`src/design/tped_pkg.sv`:
```
// Shared constants, types and helper functions of the tone prediction error detector.
// Used by the channel interfaces and by all modules of the block except tped_ram.
package tped_pkg;

  localparam int SAMPLE_W          = 16;
  localparam int COEF_W            = 16;
  localparam int WLOG_W            = 4;
  localparam int ERR_W             = 36;
  localparam int SUM_W             = 44;
  localparam int IDX_W             = 12;
  localparam int MAX_WINDOW_LOG2   = 8;
  localparam int LINE_DEPTH        = 1 << MAX_WINDOW_LOG2;
  localparam int LINE_AW           = $clog2(LINE_DEPTH);
  localparam int WCNT_W            = LINE_AW + 1;
  localparam int MAX_RECORD_LENGTH = 4096;
  localparam int QUEUE_DEPTH       = 4;
  localparam int QUEUE_AW          = $clog2(QUEUE_DEPTH);
  localparam int APB_AW            = 5;
  localparam int APB_DW            = 64;
  localparam int REG_IDX_W         = 2;
  localparam int PROD_W            = 2 * COEF_W;
  localparam int ABS_W             = 32;
  localparam int ERR_SHIFT         = 28;

  localparam logic [REG_IDX_W-1:0] REG_COEF   = 2'd0;
  localparam logic [REG_IDX_W-1:0] REG_WINDOW = 2'd1;
  localparam logic [REG_IDX_W-1:0] REG_THRESH = 2'd2;

  localparam logic [WLOG_W-1:0] WLOG_RESET = 4'd4;

  typedef struct packed {
    logic signed [SAMPLE_W-1:0] sample;
    logic signed [SAMPLE_W-1:0] prev;
    logic signed [SAMPLE_W-1:0] prev2;
    logic [IDX_W-1:0]           index;
    logic                       start;
  } tped_item_t;

  typedef struct packed {
    logic signed [COEF_W-1:0] coef;
    logic [WLOG_W-1:0]        wlog;
    logic [ERR_W-1:0]         threshold;
  } tped_cfg_t;

  function automatic logic [WLOG_W-1:0] eff_wlog(input logic [WLOG_W-1:0] raw);
    logic [WLOG_W-1:0] res;
    if (raw == '0) begin
      res = WLOG_W'(1);
    end else if (raw > WLOG_W'(MAX_WINDOW_LOG2)) begin
      res = WLOG_W'(MAX_WINDOW_LOG2);
    end else begin
      res = raw;
    end
    return res;
  endfunction

endpackage

```
`src/design/tped_queue.sv`:
```
// Short FIFO of sample items between the front end and the back end.
// Depends on tped_pkg for the item type.
module tped_queue import tped_pkg::*; (
  input  logic       clk,
  input  logic       rst_n,
  input  logic       push,
  input  tped_item_t push_item,
  output logic       full,
  input  logic       pop,
  output tped_item_t pop_item,
  output logic       empty
);

  tped_item_t          mem_r [QUEUE_DEPTH];
  logic [QUEUE_AW-1:0] wptr_r, wptr_nxt, rptr_r, rptr_nxt;
  logic [QUEUE_AW:0]   count_r, count_nxt;

  always_comb begin
    full      = (count_r == (QUEUE_AW + 1)'(QUEUE_DEPTH));
    empty     = (count_r == '0);
    pop_item  = mem_r[rptr_r];
    wptr_nxt  = push ? wptr_r + QUEUE_AW'(1) : wptr_r;
    rptr_nxt  = pop ? rptr_r + QUEUE_AW'(1) : rptr_r;
    count_nxt = count_r;
    if (push && !pop) begin
      count_nxt = count_r + (QUEUE_AW + 1)'(1);
    end else if (pop && !push) begin
      count_nxt = count_r - (QUEUE_AW + 1)'(1);
    end
  end

  always_ff @(posedge clk) begin
    if (!rst_n) begin
      wptr_r  <= '0;
      rptr_r  <= '0;
      count_r <= '0;
    end else begin
      wptr_r  <= wptr_nxt;
      rptr_r  <= rptr_nxt;
      count_r <= count_nxt;
    end
  end

  always_ff @(posedge clk) begin
    if (push) begin
      mem_r[wptr_r] <= push_item;
    end
  end

endmodule

```
`config.mk`:
```
export PLATFORM = sky130hd
export DESIGN_NAME = tped_queue
export DESIGN_NICKNAME = d
export VERILOG_FILES = /design/src/design/tped_pkg.sv /design/src/design/tped_queue.sv
export SDC_FILE = /design/constraint.sdc
export NUM_CORES = 1
export LEC_CHECK = 0
export CAP_MARGIN = 5
export CORE_MARGIN = 2
export CORE_UTILIZATION = 62
export CTS_CLUSTER_SIZE = 10
export DETAILED_ROUTE_END_ITERATION = 8
export DONT_BUFFER_PORTS = 1
export GPL_TIMING_DRIVEN = 0
export PLACE_DENSITY = 0.79
export SYNTH_ARGS = -nofsm -noshare
export SYNTH_HDL_FRONTEND = slang
export SYNTH_SLANG_ARGS = --single-unit
```
`constraint.sdc`:
```
create_clock -name clk -period 3.1 [get_ports clk]
set_input_delay 0.31 -clock clk [delete_from_list [all_inputs] [get_ports clk]]
set_output_delay 0.31 -clock clk [all_outputs]
set_load 0.05 [all_outputs]
```
Word-level counts from Yosys, hierarchy flattened
Memory sizes are Yosys's and may differ from the RTL's. A register that Yosys moved wholly into a read port is not among the register bits.
Index checks and enable logic that the tools add are counted.
- eq/ne operators: 1
- reductions and logical operators: 6
- multiplexer cells: 6
- $add $sub $neg: 4
- operators with widths (kind ; count):
    two-way mux 3 bit ; 2
    adder 2 x 1 -> 2 bit (second input constant) ; 2
    two-way mux 2 bit ; 2
    adder 3 x 1 -> 3 bit (second input constant) ; 1
    equality test 3 bit (second input constant) ; 1
    zero test 3 bit ; 1
    subtractor 3 x 1 -> 3 bit (second input constant) ; 1
    logical AND 1 bit ; 2
    zero test 1 bit ; 2
    two-way mux 1 bit ; 2
    nonzero test 2 bit ; 1
- input port bits: 65
- bits in registers: 7
- memories kept: 1
- output and inout port bits: 63
- memory bits (writable): 244
- memory list (name ; depth ; width ; rd ports ; clocked after Yosys merged registers in ; wr ports ; line ; source):
    mem_r ; 4 ; 61 ; 1 ; 1 ; 1 ; tped_queue.sv:14 ; tped_item_t mem_r [QUEUE_DEPTH];

Depth between registers and ports, before layout
- word-level depth: 4
- gate-level depth with buffers: 7

Worst setup path before layout
Ideal clock, no wire load.
- kind: reg2reg
- start point: register wptr_r[0]
- end point: memory mem_r[2][0] (netlist name) (enable)
- path buffers: 0
- library setup time: 0.425 ns
- data arrival time: 1.979 ns
- path slack: 0.696 ns
- stages on the path, launching flop included: 4
- clock period less this slack: 2.404 ns
- path through: dfxtp_1 inv_1 ha_1 and2_1
- RTL lines (what ; line ; source):
    from (decl) ; tped_queue.sv:15 ; logic [QUEUE_AW-1:0] wptr_r, wptr_nxt, rptr_r, rptr_nxt;
    from (signal assigned) ; tped_queue.sv:38 ; wptr_r <= wptr_nxt;
    to (decl) ; tped_queue.sv:14 ;
Straight into the memory's write port.

==> results.py <==
metrics = {
    "outcome": {
        "run_status": "finished, final reports clean",
    },
    "cts": {
        "cts_tree": "yes",
        "clock_sinks": 253,
        "clkTransAtPathRegs_ns": 0.06,
        "htree_num_levels": 1,
        "clock-root-buffer": "clkbuf_16",
        "cts.path.max_buffers": 3,
        "cts_resized": 0,
        "numCtsBuffers": 29,
        "clock_latency_ns": 0.51,
    },
    "worst_setup_path": {
        "cp-end-kind": "output port",
        "crit_required_ns": 2.79,
        "r2r_cells": 4,
        "critPathArrivalTime_ns": 1.99,
        "r2r-start": "wptr_r[0]$_SDFFE_PN0P_",
        "critPathKind": "reg -> out",
        "startpoint_type": "register",
        "critical_path.max_fanout": 10,
    },
    "place": {
        "place_hpwl_mm": 9.026,
        "port_buffers": 0,
        "dp_slack_ns": 1.253,
        "place_area_sq_um": 9648,
        "gp_congestion": 0.6676,
    },
    "synthesis": {
        "async_flop_share": 0,
        "yosys.area.top_type_share": 0.7866,
        "synth_seq_area_share": 0.8059,
        "synth_top_cell_by_area": "edfxtp_1",
        "synth_cell_type_count": 22,
        "yosysWarnings": 0,
        "syn-num-nets": 433,
        "postSynthAreaPerCell_sq_um": 25.73,
        "synth-main-ff-cell": "edfxtp_1",
        "synthCells": 362,
        "synth_edf_count": 244,
        "netlist_area_sq_um": 9315,
        "synth-seq-cells": 253,
        "synthTopCellsByArea": "edfxtp_1 (79%), mux4_2 (15%), dfxtp_1 (1.9%)",
    },
    "floorplanning": {
        "io_pins": 128,
        "rows": 44,
        "die_h_um": 126.6,
        "core_sq_um": 14590,
        "dieArea_sq_um": 16020,
        "initial_utilization": 0.6385,
        "die_w_um": 126.6,
    },
    "worst_hold_path": {
        "hold_class": "in -> reg",
        "min-delay-start": "push",
        "worstHoldPathCells": 2,
    },
    "power_and_ir_drop": {
        "p_leak_nw": 3.572,
        "ir_drop_uv": 557.3,
        "power_density_nw_per_um2": 720.8,
    },
    "timing": {
        "fmaxAchievable_mhz": 434.0,
        "rsz0062_at_grt": "false",
        "max_slew_margin": 0.3818,
        "fin_ws_ns": 0.7958,
        "drv_slew": 0,
        "tightest_slew_ns": 0.9232,
        "period_minus_slack_ns": 2.304,
        "setup_tns_ns": 0,
        "setup-violations-final": 0,
        "final_hold_viol_count": 0,
        "clock_skew_ns": 0.01489,
        "fin_crit_sh": 0.7433,
    },
    "grt": {
        "first_global_vias": 4193,
        "globalRoute.totalOverflow": 0,
        "grt_pass1_wl_mm": 24.36,
        "grt_max_degree": 37,
        "antenna_found_initial": 0,
        "grtUsageTotal": 0.2001,
    },
    "final_layout": {
        "drive_gt1_frac": 0.2340,
        "postLayoutCellArea_sq_um": 11100,
        "layout.nets": 532,
        "antenna_cells": 0,
        "areaGrowthSynthToFinish_pct": 19.15,
    },
    "drt": {
        "routed_wl_mm": 15.68,
        "vias": 3929,
        "wire_per_inst_um": 23.51,
        "dr.pass1.iters": 4,
        "final_antenna_net_count": 0,
        "first_iter_violations": 290,
        "drc": 0,
        "viasPerCell": 5.891,
    },
    "run": {
        "cap_viol_max_count": 0,
    },
}
==> sequential cells by signal, indices dropped and copies added, names as in the netlist, named ones only <==
signal	flops
mem_r	244
wptr_r	2
rptr_r	2
count_r	3
==> where the power goes <==
group	leakage (nW)	internal (mW)	total [mW]	switching, mW
Combinational	0.868	0.328	1.09	0.764
Clock	0.389	1.75	2.93	1.19
Sequential	2.32	3.93	3.97	0.0457
Total	3.57	6.00	8.00	2.00
==> cell usage after synthesis (all sizes together) (2+ instances only) <==
cell type	number
mux2i	2
xor2	3
ha	5
nor2b	2
xnor2	2
and2	9
mux4	61
dfxtp	9
buf	14
inv	4
edfxtp	244
==> cells by family after synthesis <==
family                     count (synthesis)  synth area share
and+or+nand+nor                           15          0.009804
xor gates and xnor gates                   5          0.004702
buffers and inverters                     18           0.01934
adders and majority gates                  6          0.008865
AOI/OAI and AO/OA                          2          0.001343
DFF                                      253            0.8059
muxes                                     63            0.1500
==> layout make-up <==
| class | instances | area (sq um) |
|---|---|---|
| repair buffers | 68 | 718.2 |
| clock buffers | 52 | 812.0 |
| multi-input cells | 91 | 1643 |
| fillers | 737 | 3490 |
| plain buffers | 14 | 165.2 |
| clock inverters | 1 | 8.758 |
| flip-flops and latches | 253 | 7507 |
| well taps | 184 | 230.2 |
| inverters | 4 | 15.01 |
==> layer usage <==
metal / GRT usage / wire (um) / share of wire / vias up
met2: 0.3356 / 8304 / 0.53 / 137
met3: 0.04977 / 1037 / 0.066 / 20
li1: - / - / - / 1743
met4: 0.04848 / 317 / 0.020 / 0
met5: 0 / 0 / 0 / -
met1: 0.2715 / 6021 / 0.38 / 2029
==> worst max-delay path, stage by stage (launching register included) <==
cell	delay [ns]
dfxtp_1	0.30
buf_1	0.31
buf_2	0.35
mux4_2	0.52
==> layout by cell type (no fill, tap or decap) <==
master | netlist | layout
mux4_1 | 1 | 1
o21ai_0 | 1 | 1
nor3b_2 | 0 | 1
and2_4 | 0 | 4
dlygate4sd3_1 | 0 | 63
dfxtp_1 | 9 | 9
mux2i_1 | 2 | 2
ha_1 | 5 | 5
clkbuf_16 | 0 | 29
buf_1 | 1 | 1
buf_6 | 1 | 1
nor2b_1 | 2 | 2
or3_1 | 1 | 1
xnor2_1 | 2 | 2
buf_4 | 0 | 1
fa_1 | 1 | 1
xor2_1 | 3 | 3
clkbuf_1 | 0 | 23
a21boi_0 | 1 | 1
mux4_2 | 60 | 60
inv_1 | 4 | 4
and2_1 | 9 | 5
buf_12 | 6 | 10
nand2_1 | 1 | 1
clkinv_4 | 0 | 1
buf_2 | 6 | 6
nor3_1 | 1 | 1
edfxtp_1 | 244 | 244
==> path summary, 6_finish.rpt <==
| kind | endpoint | slack (ns) |
|---|---|---|
| worst max register to register | mem_r[2][11]$_DFFE_PP_ | 1.43 |
| worst min register to register | wptr_r[1]$_SDFFE_PN0P_ | 0.59 |
| worst min-delay path | wptr_r[0]$_SDFFE_PN0P_ | 0.03 |
| worst max-delay path | pop_item[10] | 0.80 |
==> repair_timing <==
action                     4_1_cts  5_1_grt
setup endpoints to repair        0        0
hold buffers                    63        0
hold endpoints to repair       253        0
buffers inserted                 0        0
==> stage by stage <==
step	instances	power (mW)	hold slack, ns	utilization
2_1_floorplan	362	4.905	0.4089	-
3_3_place_gp	546	5.021	0.4090	0.6543
3_5_place_dp	551	5.048	0.4090	0.6613
4_1_cts	667	8.078	0.005223	0.7608
5_1_grt	667	8.251	0.02966	0.7608
6_report	667	8.000	0.03411	0.7608
Note: power is estimated with default switching activity, not from simulation.
