[config.mk]
export PLATFORM = sky130hd
export DESIGN_NAME = tped_front_flat
export DESIGN_NICKNAME = d
export VERILOG_FILES = /design/src/design/tped_pkg.sv /design/src/design/tped_if.sv /design/src/design/tped_front.sv /design/src/flat_wrapper.sv
export SDC_FILE = /design/constraint.sdc
export NUM_CORES = 1
export LEC_CHECK = 0
export ABC_AREA = 1
export BUFFER_PORTS_ARGS = -buffer_cell sky130_fd_sc_hd__buf_4
export CAP_MARGIN = 20
export CELL_PAD_IN_SITES_DETAIL_PLACEMENT = 1
export CELL_PAD_IN_SITES_GLOBAL_PLACEMENT = 2
export CORE_ASPECT_RATIO = 1.1
export CORE_MARGIN = 5
export CORE_UTILIZATION = 25
export CTS_CLUSTER_SIZE = 10
export DETAILED_ROUTE_END_ITERATION = 7
export GPL_TIMING_DRIVEN = 0
export PLACE_DENSITY_LB_ADDON = 0.25
export SLEW_MARGIN = 5
export SYNTH_ARGS = -nofsm -noshare
export SYNTH_HDL_FRONTEND = slang
export SYNTH_SLANG_ARGS = --single-unit
[constraint.sdc]
create_clock -name clk -period 2.05 [get_ports clk]
set_input_delay 0.1025 -clock clk [delete_from_list [all_inputs] [get_ports clk]]
set_output_delay 0.1025 -clock clk [all_outputs]
set_load 0.02 [all_outputs]
[src/design/tped_pkg.sv]
// Shared constants, types and helper functions of the tone prediction error detector.
// Used by the channel interfaces and by all modules of the block except tped_ram.
package tped_pkg;

  localparam int SAMPLE_W          = 16;
  localparam int COEF_W            = 16;
  localparam int WLOG_W            = 4;
  localparam int ERR_W             = 36;
  localparam int SUM_W             = 44;
  localparam int IDX_W             = 12;
  localparam int MAX_WINDOW_LOG2   = 8;
  localparam int LINE_DEPTH        = 1 << MAX_WINDOW_LOG2;
  localparam int LINE_AW           = $clog2(LINE_DEPTH);
  localparam int WCNT_W            = LINE_AW + 1;
  localparam int MAX_RECORD_LENGTH = 4096;
  localparam int QUEUE_DEPTH       = 4;
  localparam int QUEUE_AW          = $clog2(QUEUE_DEPTH);
  localparam int APB_AW            = 5;
  localparam int APB_DW            = 64;
  localparam int REG_IDX_W         = 2;
  localparam int PROD_W            = 2 * COEF_W;
  localparam int ABS_W             = 32;
  localparam int ERR_SHIFT         = 28;

  localparam logic [REG_IDX_W-1:0] REG_COEF   = 2'd0;
  localparam logic [REG_IDX_W-1:0] REG_WINDOW = 2'd1;
  localparam logic [REG_IDX_W-1:0] REG_THRESH = 2'd2;

  localparam logic [WLOG_W-1:0] WLOG_RESET = 4'd4;

  typedef struct packed {
    logic signed [SAMPLE_W-1:0] sample;
    logic signed [SAMPLE_W-1:0] prev;
    logic signed [SAMPLE_W-1:0] prev2;
    logic [IDX_W-1:0]           index;
    logic                       start;
  } tped_item_t;

  typedef struct packed {
    logic signed [COEF_W-1:0] coef;
    logic [WLOG_W-1:0]        wlog;
    logic [ERR_W-1:0]         threshold;
  } tped_cfg_t;

  function automatic logic [WLOG_W-1:0] eff_wlog(input logic [WLOG_W-1:0] raw);
    logic [WLOG_W-1:0] res;
    if (raw == '0) begin
      res = WLOG_W'(1);
    end else if (raw > WLOG_W'(MAX_WINDOW_LOG2)) begin
      res = WLOG_W'(MAX_WINDOW_LOG2);
    end else begin
      res = raw;
    end
    return res;
  endfunction

endpackage

[src/design/tped_if.sv]
// Valid/ready channel interfaces for the sample input and the result output.
// Depends on tped_pkg for field widths.
interface tped_in_if import tped_pkg::*; ();
  logic                       valid;
  logic                       ready;
  logic signed [SAMPLE_W-1:0] sample;
  logic                       record_start;

  modport source(output valid, sample, record_start, input ready);
  modport sink(input valid, sample, record_start, output ready);
endinterface


[src/design/tped_front.sv]
// Front end: accepts sample transfers, handles record starts and keeps the sample history.
// Depends on tped_pkg and tped_in_if; feeds tped_queue.
module tped_front import tped_pkg::*; (
  input  logic       clk,
  input  logic       rst_n,
  tped_in_if.sink    in_ch,
  input  logic       q_full,
  output logic       q_push,
  output tped_item_t q_item
);

  logic signed [SAMPLE_W-1:0] prev_r, prev_nxt, prev2_r, prev2_nxt;
  logic [IDX_W-1:0]           idx_r, idx_nxt;
  logic signed [SAMPLE_W-1:0] prev_b, prev2_b;
  logic [IDX_W-1:0]           idx_b;

  always_comb begin
    in_ch.ready = !q_full;
    q_push      = in_ch.valid && !q_full;
    prev_b      = in_ch.record_start ? '0 : prev_r;
    prev2_b     = in_ch.record_start ? '0 : prev2_r;
    idx_b       = in_ch.record_start ? '0 : idx_r;
    q_item      = '{sample: in_ch.sample, prev: prev_b, prev2: prev2_b,
                    index: idx_b, start: in_ch.record_start};
    prev_nxt    = prev_r;
    prev2_nxt   = prev2_r;
    idx_nxt     = idx_r;
    if (q_push) begin
      prev2_nxt = prev_b;
      prev_nxt  = in_ch.sample;
      idx_nxt   = (idx_b == IDX_W'(MAX_RECORD_LENGTH - 1)) ? idx_b : idx_b + IDX_W'(1);
    end
  end

  always_ff @(posedge clk) begin
    if (!rst_n) begin
      prev_r  <= '0;
      prev2_r <= '0;
      idx_r   <= '0;
    end else begin
      prev_r  <= prev_nxt;
      prev2_r <= prev2_nxt;
      idx_r   <= idx_nxt;
    end
  end

endmodule

[src/flat_wrapper.sv]
// flat-port wrapper written by rule: the top's interface ports become plain ports
module tped_front_flat import tped_pkg::*;
  (clk, rst_n, q_full, q_push, q_item, in_ch_valid, in_ch_sample, in_ch_record_start, in_ch_ready);
  tped_in_if in_ch_i ();
  input  logic clk;
  input  logic rst_n;
  input  logic q_full;
  output logic q_push;
  output tped_item_t q_item;
  input wire logic [$bits(in_ch_i.valid)-1:0] in_ch_valid;
  input wire logic [$bits(in_ch_i.sample)-1:0] in_ch_sample;
  input wire logic [$bits(in_ch_i.record_start)-1:0] in_ch_record_start;
  output wire logic [$bits(in_ch_i.ready)-1:0] in_ch_ready;
  assign in_ch_i.valid = in_ch_valid;
  assign in_ch_i.sample = in_ch_sample;
  assign in_ch_i.record_start = in_ch_record_start;
  assign in_ch_ready = in_ch_i.ready;
  tped_front u_core (.clk(clk), .rst_n(rst_n), .in_ch(in_ch_i), .q_full(q_full), .q_push(q_push), .q_item(q_item));
endmodule
# Yosys cells after proc, flatten, opt, wreduce, memory -nomap -nowiden
# Cells that the tools add are included.
# word_totals
regBits	44
inputBits	21
output_inout_bits	63
wordCells	11
# op_classes
add_sub_neg	1
n_eq_ne	1
muxes	4
reduce_logical	2
# op_table
op	n
16-bit two-way mux	2
12-bit two-way mux	2
12-bit by 1-bit adder with 12-bit output (second input constant)	1
12-bit == test (second input constant)	1
1-bit logical AND	1
1-bit zero test	1

# Longest topological paths before layout
# Gate-level depths: netlist of run 1.
# logic_depth
depth_word	3
mapped_depth	14
depth_no_buf	13

# Least setup slack after synthesis of run 1
# No wires, ideal clock.
# synth_path
path_type	register to register
startpoint	register u_core.idx_r[1]
endpoint	register u_core.idx_r[10]
setup_ns	0.109
t_arrival_ns	1.674
required_ns	1.941
setup_slack_ns	0.268
stages_incl_launch_ff	13
path_buffers	0
period_less_slack_ns	1.782
path_cell_list	dfxtp_1 inv_1 nor2_1 ha_1 nand2_2 nor2_4 nand2_1 nor2_2 nand2_1 nand2_1 nand3_1 nand2_1 inv_1
# synth_rtl
item	line_no	text
start, declared	tped_front.sv:13	logic [IDX_W-1:0] idx_r, idx_nxt;
start signal, assigned	tped_front.sv:43	idx_r <= idx_nxt;

# Worst setup path after layout of run 1
# layout_path
startpoint	register u_core.idx_r[1]
endpoint	register u_core.idx_r[10]
# layout_via
elab_chain_len	3
word_cells_on_any_way	4
cone_classes	add/sub: 1; eq/ne: 1; mux: 2
# layout_rtl
item	line_no	text
12-bit two-way mux *	tped_front.sv:22	idx_b = in_ch.record_start ? '0 : idx_r;
12-bit by 1-bit adder with 12-bit output / 12-bit == test (equally long branches)	tped_front.sv:31	idx_nxt = (idx_b == IDX_W'(MAX_RECORD_LENGTH - 1)) ? idx_b : idx_b + IDX_W'(1);
12-bit two-way mux *	tped_front.sv:31	
# Mark *: on every way between the ends. The rest lies on a longest branch, timed or not.
# A chain may end at the register's enable or synchronous reset.

==> results of run 1 <==
## worst min path at each step
stage,from,cells after the start,endpoint,slack [ns]
floorplan,in_ch_sample[14],2,u_core.prev_r[14],0.24
global placement,in_ch_sample[14],3,u_core.prev_r[14],0.35
CTS,in_ch_sample[14],3,u_core.prev_r[14],0.06
detailed placement,in_ch_sample[14],3,u_core.prev_r[14],0.37
finish,in_ch_sample[14],3,u_core.prev_r[14],0.06
global route,in_ch_sample[14],3,u_core.prev_r[14],0.07
## area by class of cell
| type | count | area, um^2 | area share [%] |
|---|---|---|---|
| Clock buffer | 6 | 72.6 | 2.29 |
| Clock inverter | 2 | 16.3 | 0.513 |
| Buffer | 35 | 211 | 6.66 |
| Timing Repair Buffer | 82 | 616 | 19.4 |
| Sequential cell | 44 | 881 | 27.8 |
| Tap cell | 117 | 146 | 4.61 |
| Multi-Input combinational cell | 213 | 1020 | 32.0 |
| Inverter | 57 | 214 | 6.74 |
## flip-flops by register name, summed over array words and instances, names as in the netlist
| signal | count |
|---|---|
| u_core.prev_r | 16 |
| u_core.idx_r | 12 |
| u_core.prev2_r | 16 |
## power by group
part,total [W],internal [W],switching [W],leakage (nW)
Clock,0.000555,0.000243,0.000312,0.0414
Sequential,0.000911,0.000898,0.0000133,0.361
Combinational,0.000360,0.000147,0.000213,1.09
Total,0.00183,0.00129,0.000538,1.50
## cells by family after synthesis
group,Yosys count,share of synthesized area (%)
adder cells (fa/ha/maj),1,0.539
AO/OA/AOI/OAI,78,17.0
buffers and inverters,92,18.3
flip-flops,44,37.9
AND/OR/NAND/NOR,134,26.2
## worst max-delay path, stage by stage, from the launching register on
cell and delay (ns):
dfxtp_1 0.36, inv_1 0.05, nor2_1 0.19, ha_1 0.24
nand2_2 0.09, nor2_4 0.22, nand2_1 0.11, nor2_2 0.12
nand2_1 0.07, nand2_1 0.06, nand3_1 0.07, nand2_1 0.06
inv_1 0.03
## metrics by stage
stage / power [W] / hold WS [ns] / setup WS (ns) / instance area [um^2] / cells
after floorplan: 0.00114 / 0.237 / 0.268 / 2320 / 349
after global placement: 0.00130 / 0.352 / 0.160 / 3080 / 548
after detailed placement: 0.00130 / 0.371 / 0.146 / 3080 / 548
after CTS: 0.00187 / 0.0555 / 0.223 / 3170 / 556
after global routing: 0.00194 / 0.0729 / 0.0345 / 3170 / 556
final: 0.00183 / 0.0593 / 0.286 / 3170 / 556
## layer usage
metal / routed length (um) / vias to the layer above / share of wire (%)
met5: 0 / - / 0
met4: 82 / 0 / 1.1
met3: 518 / 7 / 6.8
met2: 3730 / 65 / 49
met1: 3300 / 1114 / 43
li1: - / 1260 / -
## placed cells by master, fill, tap and decap left out, types with 5 or more instances in the layout
master     n
inv_1     54
nand2_1   48
a21oi_1   39
clkbuf_1  10
buf_2      7
nor2_1    48
dfxtp_1   44
buf_4     99
nand3_1   19
o21ai_0   37
clkbuf_8   5
==> metrics.cfg, run 1 <==
[grt]
grt-busiest-layer = met2
grt_overflow = 0
grt_pass1_wl_mm = 12.5
use_met3_pct = 3.90
grt_max_degree = 15
grt_antenna_before_repair = 0
use_met2_pct = 24.5
track_usage_pct = 13.8
grt_pass1_vias = 2532
grtUsageMet1_pct = 16.2

[worst_setup_path]
reg2regPathDepth = 12
crit_required_ns = 2.25
arrival_ns = 1.96
cp-startpoint = u_core.idx_r[1]
cp_max_fo = 6
cp-start-kind = flop
crit_path_end_kind = flop
r2r-end = u_core.idx_r[10]
worst-setup-path-type = flop to flop
r2r-start = u_core.idx_r[1]
crit_path_end = u_core.idx_r[10]
r2r_slack_ns = 0.29

[logic_synthesis]
yosysTopAreaCell = dfxtp_1
synth-edff-count = 0
synth.area.top_cells = dfxtp_1, inv_1, a21oi_1
async_reset_ff_share_pct = 0
synth-seq-cells = 44
syn_nets = 371
synth_common_cells = inv_1, nand2_1, nor2_1, dfxtp_1, a21oi_1
synth.avg_cell_area_um2 = 6.65
yosys_warnings = 0
ys.flop_type = dfxtp_1
seq_area_frac_synth_pct = 37.9
synth_cell_types = 25
synth_area_um2 = 2320
yosysMostFrequentCell = inv_1
synth_top_area_share_pct = 37.9
synthCells = 349

[floorplan]
dieArea_um2 = 11300
die_w_um = 102
std_cell_rows = 37
core_um2 = 9210
die_y_um = 111
start_util_pct = 25.2
io_pins = 84

[cts]
clockBufferDepth = 2
root_buffer = clkbuf_8
cts_inserted_buffers = 5
clk_latency_ns = 0.30
clkTransAtPathRegs_ns = 0.08
cts_resized = 0
postCtsSetupBuffers = 0
cts_tree = yes
ctsHoldBuffers = 0
ctsHtreeMaxLevel = 2
clock_sinks = 44

[layout]
layout.nets = 460
final_util_pct = 34.4
antenna_cells = 0
area_growth_pct = 36.6
fillers = 1211
layout-drive-gt1-share_pct = 29.6

[timing]
fin_skew_ns = 0.00712
drv_slew = 0
max_slew_margin_pct = 64.0
rsz0062_at_grt = false
final-hold-violation-count = 0
period_needed_ns = 1.76
post-route-period-util_pct = 86.1
worst_pin_slew_ns = 0.540
clock.fmax_ghz = 0.567
setup_viol = 0
fin_tns_setup_ns = 0

[routing]
vias = 2446
first_iter_violations = 36
ant_nets = 0
post_drt_wl_per_cell_um = 13.7
via_per_inst = 4.40
wl_mm = 7.62
drc_errors = 0
drtPass1Iterations = 4

[place]
io_buffers = 82
dpl.hpwl_mm = 5.98
gp_congestion = 0.746

[power]
powerDensity_nw_per_um2 = 576
power_leakage_nw = 1.50
ir_drop_mv = 0.222

[job]
maxCapViolations = 0

[status]
status = finished clean

[worst_hold_path]
hold_class = primary input to flop

No activity file was read; power rests on OpenSTA's default activity.
==> run 2, diff against run 1 <==
MAX_ROUTING_LAYER = met4   (was default)
==> run 2 against run 1 <==
Net effect:
- clock power grew 0.7%
- final area is the same
- count of clock-buffer cells in the layout is the same
- largest power group unchanged
- sequential cell count is the same
- critical path type unchanged
- critical path depth is the same
- sequential share of layout area is the same
==> metrics.cfg, run 2 (same netlist as run 1, synthesis figures left out) <==
[status]
status = finished clean

[worst_setup_path]
crit_buf_inv = 2  ; unchanged
cp-start-kind = flop
slowest_stage = dfxtp_1
crit_required_ns = 2.25  ; about the same
cpMostUsedCell = nand2_1
cp_max_fo = 6  ; unchanged
crit_path_end_kind = flop
crit_chain = inv_1, nor2_1, ha_1, nand2_2, nor2_4, nand2_1, nor2_2, nand2_1, nand2_1, nand3_1, nand2_1, inv_1
arrival_ns = 1.96  ; about the same
worst-setup-path-type = flop to flop
critPathMaxStageDelay_ns = 0.36  ; about the same
crit_family = simple AND/OR/NAND/NOR gates

[floorplan]
io_pins = 84  ; unchanged
start_util_pct = 25.2  ; unchanged
core_um2 = 9210  ; unchanged
dieArea_um2 = 11300  ; unchanged
std_cell_rows = 37  ; unchanged
die_y_um = 111  ; unchanged
die_w_um = 102  ; unchanged

[timing]
rsz0062_at_grt = false
clock.fmax_ghz = 0.567  ; about the same
setup_viol = 0  ; unchanged
timing.hold.ws_ns = 0.0575  ; -0.00183 ns
worst_pin_slew_ns = 0.529  ; -0.0109 ns
period_needed_ns = 1.76  ; -0.00123 ns
drv_slew = 0  ; unchanged
final-hold-violation-count = 0  ; unchanged
max_slew_margin_pct = 64.8  ; +0.73 points
post-route-period-util_pct = 86.0  ; about the same
fin_skew_ns = 0.00956  ; +0.00244 ns
fin_tns_setup_ns = 0  ; unchanged

[cts]
ctsHtreeMaxLevel = 2  ; unchanged
ctsHoldBuffers = 0  ; unchanged
cts_inserted_buffers = 5  ; unchanged
clkTransAtPathRegs_ns = 0.08  ; about the same
clock_sinks = 44  ; unchanged
postCtsSetupBuffers = 0  ; unchanged
clockBufferDepth = 2  ; unchanged
root_buffer = clkbuf_8
clk_latency_ns = 0.30  ; about the same
cts_tree = yes
cts_resized = 0  ; unchanged

[grt]
grt-busiest-layer = met2
track_usage_pct = 14.2  ; +0.35 points
grt_overflow = 0  ; unchanged
grtUsageMet1_pct = 16.5  ; +0.27 points
grt_pass1_vias = 2535  ; +0.12%
grt_pass1_wl_mm = 12.5  ; about the same
grt_antenna_before_repair = 0  ; unchanged
use_met3_pct = 3.40  ; -0.50 points
use_met2_pct = 24.4  ; -0.044 points
grt_max_degree = 15  ; unchanged

[power]
seqPwrFrac_pct = 49.8  ; about the same
combPwrFrac_pct = 19.7  ; about the same
internal_power_w = 0.00129  ; about the same
power_leakage_nw = 1.50  ; unchanged
clkPwrFrac_pct = 30.5  ; about the same
powerDensity_nw_per_um2 = 577  ; +0.23%
swShare_pct = 29.6  ; +0.16 points
total_power_w = 0.00183  ; +0.23%
p_sw_w = 0.000542  ; +0.77%
ir_drop_mv = 0.223  ; +0.75%

[place]
gp_congestion = 0.756  ; +1.3%
placed_cell_area_um2 = 3080  ; unchanged
io_buffers = 82  ; unchanged
dpl.hpwl_mm = 5.98  ; unchanged

[layout]
most-common-layout-cells = buf_4, inv_1, nor2_1, nand2_1, dfxtp_1
layout-drive-gt1-share_pct = 29.6  ; unchanged
area_growth_pct = 36.6  ; unchanged
fillers = 1211  ; unchanged
antenna_cells = 0  ; unchanged
final_common_cell = buf_4
final_area_um2 = 3170  ; unchanged
top_regs = u_core.prev2_r (16), u_core.prev_r (16), u_core.idx_r (12)
layout.nets = 460  ; unchanged

[routing]
ant_nets = 0  ; unchanged
drtPass1Iterations = 4  ; unchanged
vias = 2447  ; +0.041%
post_drt_wl_per_cell_um = 13.7  ; about the same
wl_mm = 7.63  ; about the same
via_per_inst = 4.40  ; about the same
first_iter_violations = 36  ; unchanged
drc_errors = 0  ; unchanged

[job]
maxCapViolations = 0  ; unchanged

[worst_hold_path]
hold_class = primary input to flop

## run 2: cell counts in the layout (fill, tap and decap cells not counted)
No cell type changed its count.
## run 2: power groups by stage
| stage | Combinational [W] | Sequential [W] | Clock [W] |
|---|---|---|---|
| finish | 0.000360 | 0.000911 | 0.000559 |
| global route | 0.000401 | 0.000917 | 0.000620 |
| CTS | 0.000371 | 0.000912 | 0.000588 |
| detailed placement | 0.000369 | 0.000932 | 0 |
| global placement | 0.000365 | 0.000931 | 0 |
| floorplan | 0.000214 | 0.000928 | 0 |
## run 2: layout make-up
cell class                      count  area [um^2]  share of cell area, %
Multi-Input combinational cell    213         1020                   32.0
Tap cell                          117          146                   4.61
Sequential cell                    44          881                   27.8
Inverter                           57          214                   6.74
Clock buffer                        6         72.6                   2.29
Buffer                             35          211                   6.66
Clock inverter                      2         16.3                  0.513
Timing Repair Buffer               82          616                   19.4
## run 2: final timing paths
| check | startpoint | endpoint | slack, ns | depth (start not counted) |
|---|---|---|---|---|
| min | in_ch_sample[14] | u_core.prev_r[14] | 0.06 | 3 |
| max | u_core.idx_r[1] | u_core.idx_r[10] | 0.29 | 12 |
| min reg2reg | u_core.prev_r[2] | u_core.prev_r[2] | 0.46 | 2 |
| max reg2reg | u_core.idx_r[1] | u_core.idx_r[10] | 0.29 | 12 |
## run 2: stage by stage
| step | std cells | util, % | setup WS (ns) |
|---|---|---|---|
| floorplan | 349 | - | 0.268 |
| global placement | 548 | 33.5 | 0.160 |
| detailed placement | 548 | 33.5 | 0.146 |
| CTS | 556 | 34.4 | 0.223 |
| global route | 556 | 34.4 | 0.0388 |
| finish | 556 | 34.4 | 0.287 |
## run 2: routing by layer
layer	up-vias	share of wire, %
met4	0	1.1
li1	1258	-
met1	1117	44
met5	-	0
met3	7	6.0
met2	65	49
## run 2: worst reg2reg max path, stage by stage (launching register included)
cell and delay, ns:
dfxtp_1 0.36, inv_1 0.05, nor2_1 0.19, ha_1 0.24
nand2_2 0.09, nor2_4 0.22, nand2_1 0.11, nor2_2 0.12
nand2_1 0.07, nand2_1 0.06, nand3_1 0.07, nand2_1 0.06
inv_1 0.03
==> run 3, diff against run 2 <==
==> constraint.sdc (replaced) <==
create_clock -name clk -period 2.05 [get_ports clk]
set_input_delay 0.615 -clock clk [delete_from_list [all_inputs] [get_ports clk]]
set_output_delay 0.615 -clock clk [all_outputs]
set_load 0.02 [all_outputs]
==> run 3 against run 2 <==
Net effect:
- final area up 9.5%
- clock skew down 0.0036 ns
- sequential cell count unchanged
- sequential power about the same
- via count up 1.5%
- setup slack worse by 0.26 ns
- global-route usage up 0.088 points
- worst hold slack better by 0.40 ns
==> metrics.cfg, run 3 (same netlist as run 1, synthesis figures left out) <==
[cts]
cts_tree = yes
root_buffer = clkbuf_8
clockBufferDepth = 2  ; unchanged
ctsHtreeMaxLevel = 2  ; unchanged
clock_sinks = 44  ; unchanged
cts_inserted_buffers = 5  ; unchanged
clk_latency_ns = 0.29  ; about the same
clkTransAtPathRegs_ns = 0.08  ; about the same

[timing]
setup_viol = 0  ; unchanged
clock.fmax_ghz = 0.495  ; -13%
fin_skew_ns = 0.00591  ; -0.00365 ns
rsz0062_at_grt = true
fin_tns_setup_ns = 0  ; unchanged
worst_pin_slew_ns = 0.513  ; -0.0152 ns
drv_slew = 0  ; unchanged
timing.hold.ws_ns = 0.454  ; +0.397 ns
period_needed_ns = 2.02  ; +0.258 ns
setup_slack_ns = 0.0289  ; -0.258 ns
final-hold-violation-count = 0  ; unchanged
max_slew_margin_pct = 65.8  ; +1.0 points
post-route-period-util_pct = 98.6  ; +13 points

[power]
power_leakage_nw = 1.57  ; +5.2%
powerDensity_nw_per_um2 = 573  ; -0.72%
ir_drop_mv = 0.394  ; +76%

[layout]
layout-drive-gt1-share_pct = 33.7  ; +4.1 points
most-common-layout-cells = buf_4, inv_1, nand2_1
area_growth_pct = 49.6
antenna_cells = 0  ; unchanged
layout.nets = 463  ; +0.65%
final_util_pct = 37.7  ; +3.3 points
top_regs = u_core.prev2_r (16), u_core.prev_r (16), u_core.idx_r (12)
final_common_cell = buf_4

[place]
gp_congestion = 0.745  ; -1.4%
place_ws_ns = -0.379  ; -0.525 ns
io_buffers = 82  ; unchanged
dpl.hpwl_mm = 6.03  ; +0.79%

[routing]
post_drt_wl_per_cell_um = 13.9  ; +1.4%
first_iter_violations = 37  ; +2.8%
via_per_inst = 4.44  ; +0.93%
drc_errors = 0  ; unchanged
ant_nets = 0  ; unchanged
wl_mm = 7.77  ; +1.9%
drtPass1Iterations = 4  ; unchanged
vias = 2483  ; +1.5%

[worst_hold_path]
hold_end = u_core.prev_r[6]
hold_class = flop to flop
min_from = u_core.prev_r[6]
hold_depth = 2  ; -1

[grt]
grt_overflow = 0  ; unchanged
grt_antenna_before_repair = 0  ; unchanged
grt_pass1_wl_mm = 12.7  ; +1.4%
grt_pass1_vias = 2639  ; +4.1%
track_usage_pct = 14.3  ; +0.088 points
grt_max_degree = 14  ; -1

[worst_setup_path]
worst-setup-path-type = primary input to primary output
cp-start-kind = primary input
r2r-start = u_core.idx_r[1]
crit_required_ns = 1.43  ; -0.82 ns
r2r-end = u_core.idx_r[0]
arrival_ns = 1.41  ; -0.55 ns
reg2regPathDepth = 11  ; -1
cp_max_fo = 11  ; +5
crit_path_end_kind = primary output
r2r_slack_ns = 0.42  ; +0.13 ns

[floorplan]
io_pins = 84  ; unchanged
std_cell_rows = 37  ; unchanged
core_um2 = 9210  ; unchanged
die_w_um = 102  ; unchanged
start_util_pct = 25.2  ; unchanged
die_y_um = 111  ; unchanged
dieArea_um2 = 11300  ; unchanged

[status]
status = finished clean

[job]
maxCapViolations = 0  ; unchanged

## run 3: cell types whose count changed in the layout (fill, tap and decap cells not counted), moves of 2 or more
cell       change
buf_12         +4
buf_2          -6
buf_4          -9
buf_6         +12
clkbuf_16      +2
nor2_1        -13
nor2_4        +13
## run 3: final cells by class
class                   instances  area [um^2]
clock buffers                   6         72.6
inverters                      57          216
well taps                     117          146
fillers                      1170         5740
plain buffers                  34          260
clock inverters                 2         35.0
multi-input cells             213         1130
repair buffers                 86          734
flip-flops and latches         44          881
## run 3: per-stage QoR
step | cell area [um^2] | power [W] | cells
after floorplan | 2330 | 0.00114 | 349
after global placement | 3090 | 0.00130 | 548
after detailed placement | 3090 | 0.00130 | 548
after CTS | 3340 | 0.00201 | 558
after global routing | 3470 | 0.00210 | 559
final | 3470 | 0.00199 | 559
## run 3: how the worst max path moves through the flow
stage | startpoint | to | slack (ns) | cells past startpoint
5_1_grt | in_ch_record_start | q_item[38] | -0.01 | 5
3_5_place_dp | in_ch_record_start | q_item[25] | -0.38 | 6
2_1_floorplan | in_ch_record_start | q_item[18] | 0.02 | 4
3_3_place_gp | in_ch_record_start | q_item[26] | -0.39 | 6
6_report | in_ch_record_start | q_item[26] | 0.03 | 6
4_1_cts | in_ch_record_start | q_item[19] | -0.02 | 6
## run 3: report_power, final
| group | switching (W) | internal, W |
|---|---|---|
| logic | 0.000234 | 0.000178 |
| clock network | 0.000304 | 0.000362 |
| registers | 0.0000133 | 0.000898 |
| total | 0.000551 | 0.00144 |
## run 3: layer usage
layer	track usage [%]	share of wire, %
met1	16.9	42
met5	-	0
met2	24.7	51
met3	3.59	6.3
met4	2.36	0.68
## run 3: critical path, cell delays in order
cell    delay, ns
buf_6        0.12
buf_12       0.14
buf_12       0.14
buf_12       0.14
nor2_4       0.12
buf_6        0.12
## run 3: what timing repair did
item | 4_1_cts | 5_1_grt
gates resized for setup | 33 | 23
pin swaps | 1 | 5
hold buffers | 0 | 0
gates cloned | 0 | 2
setup endpoints to repair | 31 | 37
buffers inserted | 2 | 0
